<file path="config.mk">
export PLATFORM = sky130hd
export DESIGN_NAME = bounded_smallest_key_list_unit
export DESIGN_NICKNAME = d
export VERILOG_FILES = /design/src/rtl/bskl_pkg.sv /design/src/rtl/bskl_scan.sv /design/src/rtl/bounded_smallest_key_list_unit.sv
export SDC_FILE = /design/constraint.sdc
export NUM_CORES = 1
export LEC_CHECK = 0
export ABC_CLOCK_PERIOD_IN_PS = 25400
export BUFFER_PORTS_ARGS = -buffer_cell sky130_fd_sc_hd__buf_2
export CAP_MARGIN = 20
export CORE_ASPECT_RATIO = 1.25
export CORE_MARGIN = 2
export CORE_UTILIZATION = 60
export CTS_CLUSTER_DIAMETER = 40
export CTS_CLUSTER_SIZE = 20
export DETAILED_ROUTE_END_ITERATION = 8
export PLACE_DENSITY = 0.76
export SKIP_CTS_REPAIR_TIMING = 1
export SLEW_MARGIN = 15
export SYNTH_ARGS = -nofsm -noshare
export SYNTH_HDL_FRONTEND = slang
export SYNTH_SLANG_ARGS = --single-unit
</file>
<file path="constraint.sdc">
create_clock -name clock -period 25.4 [get_ports clock]
set_input_delay 2.54 -clock clock [delete_from_list [all_inputs] [get_ports clock]]
set_output_delay 2.54 -clock clock [all_outputs]
set_load 0.01 [all_outputs]
</file>
<file path="src/rtl/bskl_pkg.sv">
package bskl_pkg;

   // fixed field widths of the channel payloads
   localparam int KEY_FIELD_BITS   = 64;
   localparam int COUNT_FIELD_BITS = 4;
   localparam int OP_FIELD_BITS    = 2;

   // operation codes
   localparam logic [OP_FIELD_BITS-1:0] OP_CLEAR  = 2'd0;
   localparam logic [OP_FIELD_BITS-1:0] OP_INSERT = 2'd1;
   localparam logic [OP_FIELD_BITS-1:0] OP_TAKE   = 2'd2;

   // request transaction
   typedef struct packed {
      logic [OP_FIELD_BITS-1:0]  operation;
      logic [KEY_FIELD_BITS-1:0] key;
   } req_type;

   // response transaction
   typedef struct packed {
      logic [KEY_FIELD_BITS-1:0]   taken_key;
      logic                        found;
      logic                        kept;
      logic [COUNT_FIELD_BITS-1:0] entry_count;
   } rsp_type;

   // control from the sequencer to the compare unit
   typedef struct packed {
      logic live;      // read data holds an entry this cycle
      logic first;     // entry is the first of the pass
      logic find_max;  // search for largest, else smallest
   } scan_ctl_type;

endpackage

</file>
<file path="src/rtl/bskl_scan.sv">
module bskl_scan import bskl_pkg::*; #(
   parameter int KEY_BITS = 64,
   parameter int IDX_W    = 4
) (
   input  logic                clock,
   input  scan_ctl_type        ctl,
   input  logic [KEY_BITS-1:0] entry_key,
   input  logic [IDX_W-1:0]    entry_idx,
   output logic [KEY_BITS-1:0] best_key,
   output logic [IDX_W-1:0]    best_idx
);

   logic [KEY_BITS-1:0] best_key_ff;
   logic [KEY_BITS-1:0] best_key_in;
   logic [IDX_W-1:0]    best_idx_ff;
   logic [IDX_W-1:0]    best_idx_in;
   logic                better;

   // strict compare so ties keep the lowest slot
   always_comb begin
      better = ctl.find_max ? (entry_key > best_key_ff) : (entry_key < best_key_ff);
      best_key_in = best_key_ff;
      best_idx_in = best_idx_ff;
      if (ctl.live && (ctl.first || better)) begin
         best_key_in = entry_key;
         best_idx_in = entry_idx;
      end
   end

   // running best, payload only
   always_ff @(posedge clock) begin
      best_key_ff <= best_key_in;
      best_idx_ff <= best_idx_in;
   end

   assign best_key = best_key_ff;
   assign best_idx = best_idx_ff;

endmodule

</file>
<file path="src/rtl/bounded_smallest_key_list_unit.sv">
// Keeps up to LIST_DEPTH of the smallest keys inserted since the last clear, in an
// unsorted table with one write port and one registered read port, and returns one
// response per request. Clear, an insert with room left, a take on an empty table and
// an unused code go from dispatch straight to the done state, which raises rsp_valid.
// An insert into a full table and a take first scan the held entries: the table has
// one registered read port, so the compare unit walks the held entries one per clock
// to find the largest or smallest. One request is in work at a time; req_ready is
// high only while the sequencer is idle, and it comes back in the cycle the response
// appears, so a new request is accepted only once the last response is raised. A
// finished response waits in the output register until rsp_ready, and the next
// response cannot be raised until it is taken. Keys keep their low KEY_BITS bits.
module bounded_smallest_key_list_unit import bskl_pkg::*; #(
   parameter int LIST_DEPTH = 10,
   parameter int KEY_BITS   = 64
) (
   input  logic    clock,
   input  logic    reset,
   input  logic    req_valid,
   output logic    req_ready,
   input  req_type req_data,
   output logic    rsp_valid,
   input  logic    rsp_ready,
   output rsp_type rsp_data
);

   localparam int IDX_W = (LIST_DEPTH > 1) ? $clog2(LIST_DEPTH) : 1;
   localparam int CNT_W = $clog2(LIST_DEPTH + 1);

   typedef enum logic [5:0] {
      ST_IDLE     = 6'b000001,
      ST_DISPATCH = 6'b000010,
      ST_SCAN     = 6'b000100,
      ST_DECIDE   = 6'b001000,
      ST_MOVE     = 6'b010000,
      ST_DONE     = 6'b100000
   } state_type;

   state_type state_ff, state_in;

   logic [OP_FIELD_BITS-1:0] op_ff, op_in;
   logic [KEY_BITS-1:0]      key_ff, key_in;
   logic [CNT_W-1:0]         held_ff, held_in;
   logic [CNT_W-1:0]         issue_ff, issue_in;
   logic                     rd_live_ff, rd_live_in;
   logic [IDX_W-1:0]         rd_idx_ff, rd_idx_in;
   logic [KEY_BITS-1:0]      taken_ff, taken_in;
   logic                     found_ff, found_in;
   logic                     kept_ff, kept_in;
   logic                     rsp_valid_ff, rsp_valid_in;
   rsp_type                  rsp_data_ff, rsp_data_in;

   // table storage, reset leaves it undefined
   logic [KEY_BITS-1:0] entry_mem_ff [LIST_DEPTH];
   logic [KEY_BITS-1:0] rd_data_ff;
   logic [IDX_W-1:0]    rd_addr;
   logic                wr_en;
   logic [IDX_W-1:0]    wr_addr;
   logic [KEY_BITS-1:0] wr_data;

   logic [CNT_W-1:0]    last_cnt;
   logic [IDX_W-1:0]    last_idx;
   logic                out_free;
   scan_ctl_type        scan_ctl;
   logic [KEY_BITS-1:0] best_key;
   logic [IDX_W-1:0]    best_idx;

   assign last_cnt = held_ff - CNT_W'(1);
   assign last_idx = last_cnt[IDX_W-1:0];
   assign out_free = !rsp_valid_ff || rsp_ready;

   // shared compare unit for both max and min passes
   assign scan_ctl.live     = rd_live_ff && (state_ff == ST_SCAN);
   assign scan_ctl.first    = (rd_idx_ff == '0);
   assign scan_ctl.find_max = (op_ff == OP_INSERT);

   bskl_scan #(
      .KEY_BITS (KEY_BITS),
      .IDX_W    (IDX_W)
   ) u_scan (
      .clock     (clock),
      .ctl       (scan_ctl),
      .entry_key (rd_data_ff),
      .entry_idx (rd_idx_ff),
      .best_key  (best_key),
      .best_idx  (best_idx)
   );

   // sequencer
   always_comb begin
      state_in     = state_ff;
      op_in        = op_ff;
      key_in       = key_ff;
      held_in      = held_ff;
      issue_in     = issue_ff;
      rd_live_in   = 1'b0;
      rd_idx_in    = issue_ff[IDX_W-1:0];
      taken_in     = taken_ff;
      found_in     = found_ff;
      kept_in      = kept_ff;
      rsp_valid_in = rsp_valid_ff && !rsp_ready;
      rsp_data_in  = rsp_data_ff;
      rd_addr      = issue_ff[IDX_W-1:0];
      wr_en        = 1'b0;
      wr_addr      = best_idx;
      wr_data      = key_ff;
      req_ready    = 1'b0;

      unique case (state_ff)
         ST_IDLE: begin
            req_ready = 1'b1;
            if (req_valid) begin
               op_in    = req_data.operation;
               key_in   = req_data.key[KEY_BITS-1:0];
               taken_in = '0;
               found_in = 1'b0;
               kept_in  = 1'b0;
               issue_in = '0;
               state_in = ST_DISPATCH;
            end
         end

         ST_DISPATCH: begin
            state_in = ST_DONE;
            case (op_ff)
               OP_CLEAR: begin
                  held_in = '0;
               end
               OP_INSERT: begin
                  if (held_ff < CNT_W'(LIST_DEPTH)) begin
                     wr_en   = 1'b1;
                     wr_addr = held_ff[IDX_W-1:0];
                     held_in = held_ff + CNT_W'(1);
                     kept_in = 1'b1;
                  end else begin
                     state_in = ST_SCAN;
                  end
               end
               OP_TAKE: begin
                  if (held_ff != '0) begin
                     state_in = ST_SCAN;
                  end
               end
               default: begin
                  state_in = ST_DONE;
               end
            endcase
         end

         // one read issued and one entry compared per cycle
         ST_SCAN: begin
            if (issue_ff < held_ff) begin
               rd_live_in = 1'b1;
               issue_in   = issue_ff + CNT_W'(1);
            end
            if (rd_live_ff && (rd_idx_ff == last_idx)) begin
               state_in = ST_DECIDE;
            end
         end

         ST_DECIDE: begin
            if (op_ff == OP_INSERT) begin
               if (best_key > key_ff) begin
                  wr_en   = 1'b1;
                  kept_in = 1'b1;
               end
               state_in = ST_DONE;
            end else begin
               // fetch the last entry to fill the freed slot
               rd_addr  = last_idx;
               taken_in = best_key;
               found_in = 1'b1;
               held_in  = last_cnt;
               state_in = ST_MOVE;
            end
         end

         ST_MOVE: begin
            wr_en    = 1'b1;
            wr_data  = rd_data_ff;
            state_in = ST_DONE;
         end

         ST_DONE: begin
            if (out_free) begin
               rsp_valid_in            = 1'b1;
               rsp_data_in.taken_key   = KEY_FIELD_BITS'(taken_ff);
               rsp_data_in.found       = found_ff;
               rsp_data_in.kept        = kept_ff;
               rsp_data_in.entry_count = COUNT_FIELD_BITS'(held_ff);
               state_in                = ST_IDLE;
            end
         end

         default: begin
            state_in = ST_IDLE;
         end
      endcase
   end

   // control registers
   always_ff @(posedge clock) begin
      if (reset) begin
         state_ff     <= ST_IDLE;
         held_ff      <= '0;
         rd_live_ff   <= 1'b0;
         rsp_valid_ff <= 1'b0;
      end else begin
         state_ff     <= state_in;
         held_ff      <= held_in;
         rd_live_ff   <= rd_live_in;
         rsp_valid_ff <= rsp_valid_in;
      end
   end

   // payload registers
   always_ff @(posedge clock) begin
      op_ff       <= op_in;
      key_ff      <= key_in;
      issue_ff    <= issue_in;
      rd_idx_ff   <= rd_idx_in;
      taken_ff    <= taken_in;
      found_ff    <= found_in;
      kept_ff     <= kept_in;
      rsp_data_ff <= rsp_data_in;
   end

   // table write port and registered read port
   always_ff @(posedge clock) begin
      if (wr_en) begin
         entry_mem_ff[wr_addr] <= wr_data;
      end
      rd_data_ff <= entry_mem_ff[rd_addr];
   end

   assign rsp_valid = rsp_valid_ff;
   assign rsp_data  = rsp_data_ff;

endmodule
</file>
After elaboration in Yosys (flattened, before gate mapping) --
Memory sizes are Yosys's and may differ from the RTL's. A register that Yosys moved wholly into a read port is not among the register bits. Index checks and enable logic that the tools add are counted.
Cells by class: $add $sub $neg 3, $lt $le $gt $ge 5, eq/ne operators 20, muxes and demuxes 44, bitwise gates (word level) 1, reductions and logical operators 23
Operators by type and width (number):
- 64-bit two-way mux | 3
- 64-bit greater-than comparator | 2
- 64-bit one-hot mux with 2 select lines | 1
- 64-bit less-than comparator | 1
- 4-bit two-way mux | 9
- 6-bit two-way mux | 6
- 6-bit one-hot mux with 6 select lines | 1
- 4-bit one-hot mux with 2 select lines | 3
- 1-bit two-way mux | 17
- 6-bit one-hot mux with 2 select lines | 1
- 2-bit != test (second input constant) | 5
- 3-bit AND reduction | 3
- 4-bit by 1-bit adder with 4-bit output (second input constant) | 2
- 2-bit by 1-bit != test with 1-bit output (second input constant) | 4
- 6-bit by 1-bit equality test with 1-bit output (second input constant) | 1
- 6-bit by 2-bit equality test with 1-bit output (second input constant) | 1
- 6-bit by 3-bit equality test with 1-bit output (second input constant) | 1
- 6-bit by 4-bit equality test with 1-bit output (second input constant) | 1
- 6-bit by 5-bit equality test with 1-bit output (second input constant) | 1
- 6-bit equality test (second input constant) | 1
- 1-bit one-hot mux with 3 select lines | 2
- 6-bit AND reduction | 1
- 2-bit nonzero test | 3
- 4-bit equality test | 1
- other kinds (19) | 25
Storage, ports and cells: flip-flop bits (word level) 290, RAM bits 640, input bits 70, output and inout port bits 72, logic and storage cells 114, memories 1
Memory list:
- entry_mem_ff | words 10, bits a word 64, read ports 1, clocked after memory_dff 1, wr ports 1, line bounded_smallest_key_list_unit.sv:53 | logic [KEY_BITS-1:0] entry_mem_ff [LIST_DEPTH];

Longest topological paths before layout --
Gate-level depths: netlist of the first run.
word-level depth 6, mapped depth 13, depth with buffers taken out 10

Modules after synthesis --
A second synthesis of the first run with hierarchy kept.
Unflattened totals: cells, all modules 2710, area, all modules 39699.3 sq um
By module, submodules not included:
- bounded_smallest_key_list_unit | times used 1, cells each 2409, area an instance 35983.3 sq um, sequential area each 27005.9 sq um
- bskl_scan | times used 1, cells each 301, area an instance 3716.1 sq um, sequential area each 2042.0 sq um

Worst setup path after synthesis of the first run --
No wires, ideal clock.
path type reg-to-reg, start point register u_scan.best_key_ff[61] (netlist: u_scan.best_key[61]), end point memory entry_mem_ff[3][0] (enable), library setup time 0.667 ns, arrival time 8.261 ns, data required time 24.733 ns, slack 16.471 ns, stages on the path, launching flop included 9, path buffers 0, clock period less this slack 8.929 ns, path through edfxtp_1 ha_1 nand4_1 nor4_1 and3_1 nand2_1 nor2_1 a21oi_1 nor4b_1
Between the ends: longest elaborated chain between the ends 6
RTL lines:
- from (decl) | line bskl_scan.sv:13 | logic [KEY_BITS-1:0] best_key_ff;
- from (signal assigned) | line bskl_scan.sv:32 | best_key_ff <= best_key_in;
- 64-bit greater-than comparator | line bounded_smallest_key_list_unit.sv:162 | if (best_key > key_ff) begin
- 1-bit two-way mux | line bounded_smallest_key_list_unit.sv:162
- 1-bit two-way mux | line bounded_smallest_key_list_unit.sv:161 | if (op_ff == OP_INSERT) begin
- 1-bit one-hot mux with 3 select lines | line bounded_smallest_key_list_unit.sv:108 | unique case (state_ff)
- 1-bit two-way mux | line bounded_smallest_key_list_unit.sv:229 | if (wr_en) begin
- 1-bit two-way mux (not written as such) | line bounded_smallest_key_list_unit.sv:230 | entry_mem_ff[wr_addr] <= wr_data;
- to (decl) | line bounded_smallest_key_list_unit.sv:53
Every way passes these cells.

Final worst setup path of the first run --
start point register state_ff[5], end point register rd_data_ff[45], read port of entry_mem_ff
Between the ends: longest elaborated chain between the ends 2
RTL lines:
- from (decl) | line bounded_smallest_key_list_unit.sv:38 | state_type state_ff, state_in;
- from (signal assigned) | line bounded_smallest_key_list_unit.sv:208 | state_ff <= state_in;
- 6-bit by 4-bit equality test with 1-bit output | line bounded_smallest_key_list_unit.sv:108
- 4-bit two-way mux | line bounded_smallest_key_list_unit.sv:108
- to (decl) | line bounded_smallest_key_list_unit.sv:54 | logic [KEY_BITS-1:0] rd_data_ff;
Every way passes these cells. A chain may end at the register's enable or synchronous reset.

==> results of run 1 <==
metal layers:
layer | vias to the layer above | share of wire (%) | wire, um | GRT usage (%)
met1 | 10300 | 39 | 31800 | 32.7
met3 | 151 | 6.8 | 5550 | 3.39
met5 | - | 0.015 | 12 | 0
li1 | 8857 | - | - | -
met4 | 2 | 2.6 | 2160 | 8.46
met2 | 815 | 52 | 42600 | 43.5
worst max-delay path by stage:
stage / start / slack [ns] / depth (start not counted) / endpoint
floorplan: u_scan.best_key[61]$_DFFE_PP_ / 16.47 / 8 / entry_mem_ff[3][0]$_DFFE_PP_
global placement: state_ff[5]$_SDFFE_PP0P_ / 19.35 / 11 / rd_data_ff[38]$_DFF_P_
detailed placement: state_ff[5]$_SDFFE_PP0P_ / 19.20 / 11 / rd_data_ff[48]$_DFF_P_
CTS: state_ff[5]$_SDFFE_PP0P_ / 19.16 / 11 / rd_data_ff[48]$_DFF_P_
global route: state_ff[5]$_SDFFE_PP0P_ / 19.87 / 11 / rd_data_ff[45]$_DFF_P_
finish: state_ff[5]$_SDFFE_PP0P_ / 20.31 / 11 / rd_data_ff[45]$_DFF_P_
state kept, by name, summed over array words and instances, names as in the netlist, 2 cells and up:
register and flops:
entry_mem_ff 640, key_ff 64, issue_ff 4, held_ff 4, rsp_data 70, rd_data_ff 64
u_scan.best_idx 4, rd_idx_ff 4, op_ff 2, taken_ff 64, u_scan.best_key 64, state_ff 6
critical path, delay by kind of cell, from the launching register on:
family / cells / cell delay, ns
buf+inv: 4 / 2.12
compound gates: 3 / 0.47
flops: 1 / 0.39
simple gates: 3 / 1.28
mux: 1 / 0.60
layout make-up:
cell class | instances | area, um^2
tap | 848 | 1060
fill | 3969 | 20100
clock buffer | 106 | 2550
sequential | 994 | 29000
inverter | 143 | 538
clock inverter | 77 | 935
multi-input combinational | 930 | 9100
timing repair buffer | 179 | 1040
synth_stat cells, types with 5 or more instances:
cell type and instances:
nand2b_1 5, nand2_1 37, a21o_1 30, ha_1 137, edfxtp_1 914, o21ai_0 36, mux4_2 128, buf_1 6
a21oi_1 57, nor2_1 108, xnor2_1 5, mux2_2 63, buf_4 6, buf_2 20, buf_6 15, dfxtp_1 80
o21ai_1 60, inv_1 142, nand4_1 32, a22oi_1 65, mux2i_1 67, nor4_1 15, nor3_1 16, nand3_1 14
clkbuf_1 32
cells in the final DEF, fill, tap and decap left out, types with 8 or more instances in the layout:
master,count
mux2i_1,67
o21ai_1,61
clkinv_2,10
mux2_2,63
inv_1,141
edfxtp_1,914
nor3_1,16
inv_6,16
clkinv_8,12
nand3_1,14
a22oi_1,65
bufinv_16,8
mux4_2,128
buf_2,142
a21o_1,30
a21oi_1,54
o21ai_0,35
nand2_1,36
inv_8,11
nor2_1,108
clkbuf_16,101
ha_1,137
buf_4,34
nor4_2,9
dfxtp_1,80
nand4_1,32
power by group through the flow:
stage | clock network [uW] | registers [uW] | logic [uW]
6_report | 1520 | 1920 | 363
5_1_grt | 1600 | 1930 | 398
4_1_cts | 1540 | 1920 | 361
3_5_place_dp | 0 | 1960 | 357
3_3_place_gp | 0 | 1960 | 342
2_1_floorplan | 0 | 1940 | 265
cell families (layout without fill, tap and decap cells):
group,Yosys count,in the layout,synth area share [%]
AO/OA/AOI/OAI,272,272,4.29
XOR/XNOR,9,9,0.202
adder cells (fa/ha/maj),137,137,4.40
buffers and inverters,222,505,2.55
flip-flops,994,994,74.5
multiplexers,258,258,10.9
AND/OR/NAND/NOR,254,254,3.14
per-stage QoR:
| step | utilization, % | hold slack (ns) | power [uW] |
|---|---|---|---|
| detailed placement | 63.2 | 0.405 | 2320 |
| global route | 68.7 | 0.426 | 3930 |
| global placement | 63.2 | 0.401 | 2300 |
| finish | 68.7 | 0.420 | 3800 |
| CTS | 68.6 | 0.415 | 3820 |
| floorplan | - | 0.400 | 2200 |
==> results.md, run 1 <==
- DR vias/cell: 6.13
- Critical path startpoint category: flip-flop
- Final net count: 2552
- Worst min-delay path category: reg -> reg
- Fin. Hold Viols: 0
- P_int: 2870 uW
- Ordered list of cells on the worst path: nor4_4, nand3b_4, clkinv_2, nand2_4, a21oi_4, buf_4, buf_4, buf_4, mux4_2, a22oi_1, o21ai_1
- Data required time at the worst endpoint: 25.90 ns
- Clock sink count: 994
- Max Buffers Root-to-Sink: 3
- Highest cell delay on the worst timing path: 0.80 ns
- Syn Area/Cell: 18.2 um^2
- RR Startpoint: state_ff[5]$_SDFFE_PP0P_
- Global placer's final weighted congestion: 0.892
- Async S/R FF share, synth: 0%
- Layout cells sized above 1: 23.6%
- Setup_tns: 0 ns
- Placed cell count: 3090
- Antenna violations before repair: 1
- Drt total wl: 82100 um
- Gr ovfl total: 0
- DR WL/cell: 25.1 um
- Distinct cells, synth: 53
- Worst hold stages: 0
- CTS tree: built
- Die width: 232 um
- Arrival time worst endpoint: 5.60 ns
- Final setup violation count: 0
- Reg2reg end: rd_data_ff[45]$_DFF_P_
- Clock Tree Root: clkbuf_16
- Mapped cell area: 0.0390 mm^2
- Fin cells: 3277
- Hold_sp: taken_ff[53]$_SDFFCE_PN0P_
- Pin count of the biggest net entering global routing: 73
- # Max-Cap Violations: 0
- ANT cells: 0
- Htree depth: 3
- Final worst slack: 20.31 ns
- Most used cell, CP: buf_4
- Final period utilization: 20.1%
- Post-layout min period: 5.09 ns
- Post-DRT Antenna Nets: 0
- Maximum VDD drop: 0.0569 mV
- Post-Route Skew: 0.0282 ns
- CP max stage cell: buf_4
- Initial drt markers: 2167
- CP Capture Type: flip-flop
- Hold endpoint: rsp_data[59]$_DFFE_PP_
- Worst Tran Pin Value: 1.12 ns
- First-pass GRT wire length: 124000 um
- Power per cell area: 85.9 mW/mm^2
- Register bit total from synthesis: 994
- Main area contributors after synthesis: edfxtp_1 (70%), mux4_2 (7.4%), ha_1 (4.4%), dfxtp_1 (4.1%), mux2_2 (1.8%)
- Final Slew Violations: 0
- Worst-path clk slew: 0.07 ns
- Dominant cell type by area after synthesis: edfxtp_1
- Worst skew pair latency: 0.66 ns
- Setup Crit Path Kind: reg -> reg
- CP max FO: 69
- IO buf count: 141
- Setup WS pre-CTS: 19.20 ns
- Max Fclk: 196 MHz
- Num ports: 142
- Final std cell area, no fill: 0.0443 mm^2
- Syn-to-layout area delta: 13.5%
- Clock share of power: 39.9%
- Die Y: 289 um
- Synth Instances: 2146
- Seq pwr share: 50.6%
- LEAKAGE: 0.0160 uW
- Sw frac: 24.5%
- P_sw: 931 uW
- DP HPWL: 46000 um
- CTS buffer count: 97
- Area share of the largest cell type after synthesis: 70.4%
- Worst r2r path cells: 11
- Slew Limit Headroom: 25.1%
- Residual DRC count: 0
- Row cnt: 104
- Sequential area share after synthesis: 74.5%
- Post-Syn Nets: 2353
- Initial Util: 60.5%
- Core footprint: 0.0644 mm^2
- Combinational Power Share: 9.5%
- RSZ-0062 raised after global routing: false
- Vias: 20100
- Warnings from Yosys: 0
- Internal reg-to-reg setup slack: 20.31 ns
- DRT Pass-1 Iters: 6
- Placement Cell Area: 0.0407 mm^2
- GRT Total Usage: 25.0%
- Outcome: finished clean
- Vias in the first global route: 20900
- Full die area: 0.0671 mm^2
- Primary FF master, synth: edfxtp_1
- EDFF count, synth: 914
Power figures use the tool's default switching activity.
==> run 2: changes to the inputs <==
ABC_CLOCK_PERIOD_IN_PS = 4150   (was 25400)
CORE_UTILIZATION = 56   (was 60)
PLACE_DENSITY = 0.74   (was 0.76)
clock period = 4.15 ns   (was 25.4 ns; I/O delays follow)
==> run 2 against run 1 <==
  * Cell area is 3.6% higher
  * Via count is 2.5% higher
  * Clock skew rose by 0.0090 ns
  * Power rose to 6.3 times the previous value
  * Non-clock buffer count grew 79
  * Count of clock-buffer cells in the layout grew 7
  * Global-route usage shrank 0.98 points
  * Sequential share of layout area shrank 2.3 points
  * Routed wire length is 4.1% higher
  * Combinational power rose to 6.5 times the previous value
  * Largest cell class unchanged
  * Largest power group unchanged
==> results.md, run 2 (synthesized netlist as in run 1, its figures left out) <==
- Vias: 20600 (+2.5%)
- Die width: 240 um (+3.4%)
- Largest delay share family, worst path: simple AND/OR/NAND/NOR gates
- First-pass GRT wire length: 127000 um (+2.5%)
- Htree depth: 3 (unchanged)
- Layout cells sized above 1: 24.1% (+0.48 points)
- Drt total wl: 85500 um (+4.1%)
- Critical path depth in cells: 11 (unchanged)
- Ordered list of cells on the worst path: inv_1, ha_1, nand4_1, nor4_2, and3_1, nand2_1, nor2_1, a21oi_2, buf_4, nor4_4, buf_12
- Most frequent cells in the layout: edfxtp_1 (914), buf_2 (141), inv_1 (140), ha_1 (137), mux4_2 (128)
- Highest cell delay on the worst timing path: 0.65 ns (-0.15 ns)
- Worst Tran Pin Value: 1.17 ns (+0.0513 ns)
- Residual DRC count: 0 (unchanged)
- Internal reg-to-reg setup slack: 0.43 ns (-19.87 ns)
- Power per cell area: 521 mW/mm^2 (+510%)
- Worst min-delay path category: in -> reg
- Fin Hold WS: 0.0370 ns (-0.383 ns)
- Max Buffers Root-to-Sink: 3 (unchanged)
- CP Capture Type: flip-flop
- Setup Crit Path Kind: reg -> reg
- DR vias/cell: 5.96 (-2.8%)
- Hold endpoint: key_ff[16]$_DFFE_PP_
- Worst skew pair latency: 0.68 ns (+0.02 ns)
- Max Fclk: 269 MHz (+37%)
- RSZ-0062 raised after global routing: false
- Commonest non-fill, non-tap cell in the layout: edfxtp_1
- DR WL/cell: 24.7 um (-1.3%)
- Initial drt markers: 2160 (-0.32%)
- Final net count: 2638 (+3.4%)
- Antenna violations before repair: 1 (unchanged)
- CP max FO: 38 (-45%)
- Fin. Hold Viols: 0 (unchanged)
- Critical path startpoint category: flip-flop
- GRT Total Usage: 24.0% (-0.98 points)
- DP HPWL: 49200 um (+7.0%)
- Arrival time worst endpoint: 4.03 ns (-1.57 ns)
- Syn-to-layout area delta: 17.6%
- IO buf count: 141 (unchanged)
- Final Slew Violations: 0 (unchanged)
- Clock sink count: 994 (unchanged)
- Final period utilization: 89.6% (+69 points)
- Die Y: 299 um (+3.5%)
- Worst r2r path cells: 11 (unchanged)
- Crit path buf inv count: 3 (-1)
- Pin count of the biggest net entering global routing: 71 (-2.7%)
- Core footprint: 0.0692 mm^2 (+7.4%)
- Full die area: 0.0718 mm^2 (+7.0%)
- # Max-Cap Violations: 0 (unchanged)
- Maximum VDD drop: 0.350 mV (+510%)
- CTS buffer count: 104 (+7.2%)
- Reg2reg end: entry_mem_ff[4][63]$_DFFE_PP_
- Global placer's final weighted congestion: 0.858 (-3.9%)
- Max reg flops: 640 (unchanged)
- Largest reg by FF count: entry_mem_ff
- CP max stage cell: nor4_2
- Post-Route Skew: 0.0372 ns (+0.00899 ns)
- RR Startpoint: key_ff[49]$_DFFE_PP_
- Num ports: 142 (unchanged)
- DRT Pass-1 Iters: 6 (unchanged)
- Outcome: finished clean
- Final setup violation count: 0 (unchanged)
- Clock Tree Root: clkbuf_16
- Setup_tns: 0 ns (unchanged)
- Hold_sp: req_data[16]
- LEAKAGE: 0.0165 uW (+3.4%)
- Initial Util: 56.4% (-4.2 points)
- Post-DRT Antenna Nets: 0 (unchanged)
- Worst hold stages: 1 (+1)
- Worst-path clk slew: 0.07 ns (about the same)
- Post-layout min period: 3.72 ns (-1.38 ns)
- ANT cells: 0 (unchanged)
- Row cnt: 108 (+3.8%)
- Slew Limit Headroom: 21.6% (-3.6 points)
- Vias in the first global route: 21000 (+0.80%)
- Data required time at the worst endpoint: 4.46 ns (-21.44 ns)
- Gr ovfl total: 0 (unchanged)
- CTS tree: built
-- run 2: changes by cell type in the layout (fill, tap and decap cells not counted), moves of 3 or more --
cell	previous run	this run
inv_6	16	19
clkinv_1	3	6
clkbuf_16	101	107
buf_12	1	30
nor4_2	9	1
buf_4	34	21
nor4_4	1	10
dlygate4sd3_1	0	65
-- run 2: worst max path at each step --
stage,startpoint,end,slack (ns)
3_3_place_gp,key_ff[49]$_DFFE_PP_,entry_mem_ff[3][61]$_DFFE_PP_,0.60
3_5_place_dp,key_ff[48]$_DFFE_PP_,entry_mem_ff[4][60]$_DFFE_PP_,0.52
2_1_floorplan,u_scan.best_key[58]$_DFFE_PP_,entry_mem_ff[8][0]$_DFFE_PP_,-0.21
5_1_grt,u_scan.best_key[55]$_DFFE_PP_,u_scan.best_key[7]$_DFFE_PP_,0.26
6_report,key_ff[49]$_DFFE_PP_,entry_mem_ff[4][63]$_DFFE_PP_,0.43
4_1_cts,key_ff[49]$_DFFE_PP_,entry_mem_ff[4][5]$_DFFE_PP_,0.49
-- run 2: routing by layer --
layer	routed length (um)	vias up	track usage, %
met2	42900	781	40.6
li1	-	9038	-
met4	3130	4	9.61
met1	33800	10600	31.7
met3	5660	185	3.30
met5	31	-	0
-- run 2: power by group --
part | internal [uW] | switching, uW | total (uW)
Sequential | 11500 | 288 | 11800
Combinational | 1010 | 1340 | 2350
Clock | 5570 | 4190 | 9760
Total | 18100 | 5820 | 23900
-- run 2: layout make-up --
| cell class | instances | area, um^2 |
|---|---|---|
| Clock inverter | 84 | 997 |
| Sequential cell | 994 | 29000 |
| Multi-Input combinational cell | 930 | 9230 |
| Tap cell | 935 | 1170 |
| Inverter | 143 | 539 |
| Clock buffer | 113 | 2720 |
| Timing Repair Buffer | 258 | 2140 |
| Fill cell | 4457 | 23300 |
-- run 2: stage by stage --
stage / total power, uW / worst slack (ns) / cell area [um^2] / cells / utilization [%]
floorplan: 13500 / -0.206 / 39300 / 2146 / -
global placement: 14200 / 0.596 / 41500 / 3194 / 59.9
detailed placement: 14200 / 0.525 / 41500 / 3194 / 59.9
CTS: 24000 / 0.493 / 45200 / 3391 / 65.3
global route: 24600 / 0.264 / 45800 / 3457 / 66.3
finish: 23900 / 0.434 / 45800 / 3457 / 66.3
-- run 2: worst reg2reg max path, delay by kind of cell (launching register included) --
family | cells | cell delay [ns]
compound gates | 1 | 0.06
fa+ha+maj | 1 | 0.31
buf+inv | 3 | 0.63
flops | 1 | 0.40
simple gates | 6 | 1.91
